$ cat src/rtl/mslm_pkg.sv
// Package for the multi-string line matcher: opcodes, register indexes, constants,
// word and control structs, and the case-folding function.
// No dependencies.
package mslm_pkg;

  localparam int MAX_ALTS_DEFAULT = 8;
  localparam int MAX_LEN_DEFAULT  = 64;

  localparam logic [7:0]  NEWLINE_BYTE = 8'h0A;
  localparam logic [7:0]  UPPER_A      = 8'h41;
  localparam logic [7:0]  UPPER_Z      = 8'h5A;
  localparam logic [7:0]  FOLD_OFFSET  = 8'h20;
  localparam logic [31:0] COUNT_MAX    = 32'hFFFF_FFFF;

  localparam logic [1:0] OP_LOAD_BYTE = 2'd0;
  localparam logic [1:0] OP_SET_LEN   = 2'd1;
  localparam logic [1:0] OP_TEXT      = 2'd2;
  localparam logic [1:0] OP_NEW_FILE  = 2'd3;

  localparam int CFG_INDEX_W = 2;
  localparam int CFG_DATA_W  = 4;
  localparam logic [CFG_INDEX_W-1:0] CFG_NUM_ALTS   = 2'd0;
  localparam logic [CFG_INDEX_W-1:0] CFG_CASE_FOLD  = 2'd1;
  localparam logic [CFG_INDEX_W-1:0] CFG_STOP_FIRST = 2'd2;

  typedef struct packed {
    logic [1:0] opcode;
    logic [2:0] alt_index;
    logic [5:0] position;
    logic [7:0] value;
    logic       end_of_text;
  } item_t;

  typedef struct packed {
    logic        line_matched;
    logic [2:0]  matched_alternative;
    logic [31:0] line_number;
    logic [31:0] matching_lines;
  } result_t;

  typedef struct packed {
    logic       text;
    logic       restart;
    logic       close;
    logic       newline;
    logic [7:0] text_byte;
  } step_t;

  typedef struct packed {
    logic       load_byte;
    logic       set_len;
    logic [2:0] alt_index;
    logic [5:0] position;
    logic [7:0] value;
  } pat_wr_t;

  function automatic logic [7:0] fold_byte(input logic [7:0] b, input logic en);
    if (en && (b >= UPPER_A) && (b <= UPPER_Z)) begin
      return b + FOLD_OFFSET;
    end
    return b;
  endfunction

endpackage

$ cat src/rtl/mslm_line_tracker.sv
// Per-line hit state, line and match counters, stop flag and result word assembly.
// Uses mslm_pkg; takes the compare outcome from mslm_matcher.
module mslm_line_tracker (
  input  logic              clk,
  input  logic              rst,
  input  mslm_pkg::step_t   step,
  input  logic              stop_first,
  input  logic              found,
  input  logic [2:0]        found_alt,
  output mslm_pkg::result_t res
);

  logic        line_hit;
  logic [2:0]  hit_alt;
  logic [31:0] line_cnt;
  logic [31:0] match_cnt;
  logic        stopped;
  logic        hit_eff;
  logic [2:0]  alt_eff;
  logic        rep;
  logic [31:0] match_next;

  assign hit_eff    = line_hit || found;
  assign alt_eff    = line_hit ? hit_alt : found_alt;
  assign rep        = hit_eff && !stopped;
  assign match_next = (rep && (match_cnt != mslm_pkg::COUNT_MAX)) ? match_cnt + 32'd1
                                                                   : match_cnt;

  always_comb begin
    res.line_matched        = rep;
    res.matched_alternative = rep ? alt_eff : 3'd0;
    res.line_number         = line_cnt;
    res.matching_lines      = match_next;
  end

  always_ff @(posedge clk) begin
    if (rst || step.restart) begin
      line_hit  <= 1'b0;
      hit_alt   <= '0;
      line_cnt  <= 32'd1;
      match_cnt <= '0;
      stopped   <= 1'b0;
    end else if (step.text) begin
      if (step.close) begin
        match_cnt <= match_next;
        if (rep && stop_first) begin
          stopped <= 1'b1;
        end
        if (line_cnt != mslm_pkg::COUNT_MAX) begin
          line_cnt <= line_cnt + 32'd1;
        end
        line_hit <= 1'b0;
        hit_alt  <= '0;
      end else begin
        line_hit <= hit_eff;
        hit_alt  <= alt_eff;
      end
    end
  end

`ifndef SYNTHESIS
  a_line_nonzero: assert property (@(posedge clk) disable iff (rst)
    line_cnt != '0)
    else $error("line counter reached zero");
  a_stop_counted: assert property (@(posedge clk) disable iff (rst)
    stopped |-> (match_cnt != '0))
    else $error("search stopped without a counted matching line");
`endif

endmodule

$ cat config.mk
export PLATFORM = sky130hd
export DESIGN_NAME = mslm_line_tracker
export DESIGN_NICKNAME = d
export VERILOG_FILES = /design/src/rtl/mslm_pkg.sv /design/src/rtl/mslm_line_tracker.sv
export SDC_FILE = /design/constraint.sdc
export NUM_CORES = 1
export LEC_CHECK = 0
export BUFFER_PORTS_ARGS = -buffer_cell sky130_fd_sc_hd__buf_2
export CORE_ASPECT_RATIO = 0.7
export CORE_MARGIN = 2
export CORE_UTILIZATION = 30
export DETAILED_ROUTE_END_ITERATION = 16
export HOLD_SLACK_MARGIN = 0.02
export PLACE_DENSITY_LB_ADDON = 0.12
export SYNTH_ARGS = -nofsm -noshare
export SYNTH_HDL_FRONTEND = slang
export SYNTH_SLANG_ARGS = --single-unit
$ cat constraint.sdc
create_clock -name clk -period 4.95 [get_ports clk]
set_clock_uncertainty 0.05 [all_clocks]
set_input_delay 1.2375 -clock clk [delete_from_list [all_inputs] [get_ports clk]]
set_output_delay 1.2375 -clock clk [all_outputs]
set_load 0.005 [all_outputs]
# Word-level counts from Yosys, hierarchy flattened
# Index checks and enable logic that the tools add are counted.
[totals] regBits=69 in_bits=19 out_inout_bits=68 elab_cells=23
[classes] n_addsub=2 eq_ne=2 muxes=5 n_reduce_logical=9
[op_table] cell="$add 32x1->32 const B" count=2
[op_table] cell="$ne 32x32->1 const B" count=2
[op_table] cell="$mux 32" count=1
[op_table] cell="$mux 3" count=3
[op_table] cell="$reduce_and 3->1" count=2
[op_table] cell="$logic_and 1x1->1" count=3
[op_table] cell="$logic_or 1x1->1" count=2
[op_table] cell="$reduce_and 2->1" count=1
[op_table] cell="$logic_not 1->1" count=1
[op_table] cell="$mux 1" count=1

# Longest topological paths before layout
[depth] depth_word=4 mapped_depth=8

# Worst setup path before layout
# Ideal clock, no wire load.
[synth_path] path_type="in2out" from="input found" to="output res[29] in the netlist's numbering" arrival_time_ns=2.350 setup_slack_ns=1.313 path_stages=5 n_path_buf=0 cell_sequence="o21bai_2 -> nor4_2 -> nand2_1 -> nor4b_1 -> xor2_1"
[synth_lines] item="start: declaration" line_no="mslm_line_tracker.sv:8" source="input logic found,"
[synth_lines] item="end: declaration" line_no="mslm_line_tracker.sv:10" source="output mslm_pkg::result_t res"

==> run summary <==
Outcome - finished, final reports clean
Simple-gate area share of the yosys netlist - 34.5%
Via count - 4,186
DR vias/cell - 5.34
Synth top area cells - dfxtp_1 (33%), a21oi_1 (6.1%), xnor2_1 (5.1%)
Layout cells sized above 1 - 18.9%
R2r endpoint - match_cnt[20]
Initial Util - 31.1%
Cts bufs inserted - 9
# rows - 35
Worst-path clk slew - 0.06 ns
Clk sinks - 69
Syn nets - 547
Net Sw Frac - 22.8%
Leakage - 1.78 nW
VDD IR max - 0.154 mV
Depth of the CTS H-tree - 3
Post-synthesis cell type count - 52
Mapped Area - 4140 um^2
Pin count of the biggest net entering global routing - 38
Most instantiated library cell after synthesis - dfxtp_1
Iteration-0 DRC count of the detailed router - 194
Maxcap violations - 0
Adder-Cell Fraction of Synth Area - 0.605%
Fin Hold WS - 0.420 ns
EDFF count, synth - 0
Die W - 144 um
Initial antenna violation count - 0
Reg2Reg Setup Slack - 2.16 ns
Tmin final - 4.18 ns
WL met3 - 701 um
Flop and latch count out of synthesis - 69
Drt total wl - 12,400 um
Worst Path Required - 3.66 ns
Syn avg cell area - 7.86 um^2
Cell Int Power - 0.000984 W
Area delta synth->final - 20.4%
DRT met1 WL - 6720 um
R2R depth - 6
Clock Root Buffer - clkbuf_16
RSZ-0062 raised after global routing - false
First-pass GRT wire length - 20,000 um
XOR/XNOR Fraction of Synth Area - 8.68%
Final setup fails - 0
Resized Gates After CTS - 0
Top-area cell type share of the netlist area - 33.4%
Commonest cells in the netlist - dfxtp_1 (69), nand2_1 (54), a21oi_1 (50)
# nets final - 616
Total Power - 0.00127 W
Compound-Gate Fraction of Synth Area - 17.8%
Slew @ Worst Pin - 1.02 ns
Slew headroom - 32.3%
Worst Setup SP - match_cnt[24]
Worst Path Max Fanout - 23
Met2 wire len - 4890 um
Clock power share - 52.4%
Core area - 13,300 um^2
Final HPWL DP - 8790 um
Element type at the critical path start - register
Setup crit end - res[29]
Period utilization - 84.5%
Number of global-route vias before repair - 3,764
Bufs on Longest Clock Path - 2
Top sig layer - met4
Sw power - 0.000291 W
DR pass1 iterations - 4
Final Max Tran Viols - 0
Final core utilization - 37.4%
Critical path endpoint category - output pin
Setup_tns - 0 ns
Final Hold Fails - 0
Largest family of logic cells by synthesized area - simple AND/OR/NAND/NOR gates
Global Route Usage Sum - 17.4%
Average routed wire per standard cell - 15.8 um
Worst min-delay path class - register to register
CTS Hold Bufs - 0
Fraction of registers with async set/reset - 0%
Post-CTS Setup Inserts - 0
Sequential power share - 43.9%
Cell area power density - 256 nW/um^2
Leading area contributor after synthesis - dfxtp_1
CTS tree - done
Gr ovfl total - 0
Worst-Skew Late Latency - 0.33 ns
Routability Congestion - 0.779
Crit path kind - register to output pin
Synth warnings - 0
Mapped Cells - 526
Crit path DAT - 2.90 ns
Fmax - 0.239 GHz
Post-synth top flop - dfxtp_1
Diode count - 0
ANT nets after route - 0
Reg-to-reg startpoint - match_cnt[0]
Sequential element share of the synthesized area - 33.4%
# port buffers - 77
Die ar. - 14,800 um^2
Die height - 102 um
Comb power frac - 3.7%
Post-route DRC - 0
I/O Pins - 87
Post-synthesis mux area share - 1.48%
worst min-delay path by stage:
stage	start	endpoint	slack, ns	cells after the start
after floorplan	stopped	stopped	0.38	2
after global placement	stopped	stopped	0.40	2
after detailed placement	stopped	stopped	0.42	2
after CTS	stopped	stopped	0.43	2
after global routing	line_cnt[27]	line_cnt[27]	0.47	2
final	stopped	stopped	0.42	2
power by group through the flow:
stage                     clock [W]  combinational, W  sequential (W)
after floorplan                   0         0.0000308        0.000571
after global placement            0         0.0000479        0.000571
after detailed placement          0         0.0000483        0.000572
after CTS                  0.000688         0.0000485        0.000559
after global routing       0.000716         0.0000534        0.000559
final                      0.000668         0.0000478        0.000559
layout by cell type (no fill, tap or decap), types with 3 or more instances in the layout:
| master | synthesis | final |
|---|---|---|
| a211oi_1 | 4 | 4 |
| a21oi_1 | 50 | 50 |
| a22oi_1 | 3 | 3 |
| a311oi_1 | 4 | 4 |
| a31oi_1 | 3 | 3 |
| and2_1 | 8 | 8 |
| and3_1 | 8 | 8 |
| and4_1 | 6 | 6 |
| buf_2 | 15 | 77 |
| buf_4 | 2 | 6 |
| clkbuf_16 | 0 | 9 |
| dfxtp_1 | 69 | 69 |
| inv_1 | 6 | 6 |
| mux2i_1 | 5 | 5 |
| nand2_1 | 54 | 54 |
| nand3_1 | 23 | 23 |
| nand4_1 | 23 | 23 |
| nand4b_1 | 4 | 4 |
| nor2_1 | 45 | 45 |
| nor3_1 | 9 | 9 |
| nor3_2 | 3 | 3 |
| nor4_1 | 10 | 10 |
| o211ai_1 | 3 | 3 |
| o21ai_0 | 34 | 34 |
| o31ai_1 | 12 | 12 |
| or3_1 | 30 | 30 |
| or4_1 | 14 | 14 |
| xnor2_1 | 24 | 24 |
| xor2_1 | 17 | 17 |
cell type report:
class,instances,area (um^2)
Timing Repair Buffer,83,430
Clock buffer,11,253
Clock inverter,4,47.5
Multi-Input combinational cell,425,2610
Tap cell,185,231
Fill cell,1464,8340
Sequential cell,69,1380
Inverter,7,26.3
critical path: stages, from the launching register on:
cell,delay (ns)
dfxtp_1,0.49
nand4_1,0.27
nor3_2,0.51
and4_1,0.56
buf_4,0.33
nor4b_1,0.09
xor2_1,0.16
buf_2,0.14
stage by stage:
stage / setup WS [ns] / area, um^2 / std cells
2_1_floorplan: 1.31 / 4140 / 526
3_3_place_gp: 0.791 / 4680 / 769
3_5_place_dp: 0.759 / 4680 / 769
4_1_cts: 0.742 / 4980 / 784
5_1_grt: 0.498 / 4980 / 784
6_report: 0.766 / 4980 / 784
sequential cells by signal, summed over array words and instances, names as in the netlist:
signal and count:
hit_alt 3, line_cnt 32, line_hit 1, match_cnt 32, stopped 1
metal layers:
metal / vias up / GRT usage (%)
li1: 2107 / -
met3: 9 / 4.12
met1: 1977 / 26.9
met5: - / 0
met2: 93 / 24.1
met4: 0 / 3.88
cells by family (layout without fill, tap and decap cells):
family,Yosys count,after routing
fa+ha+maj,2,2
mux,6,6
xor+xnor,41,41
simple gates,253,253
flops,69,69
buf+inv,32,105
compound gates,123,123
Power figures use the tool's default switching activity.
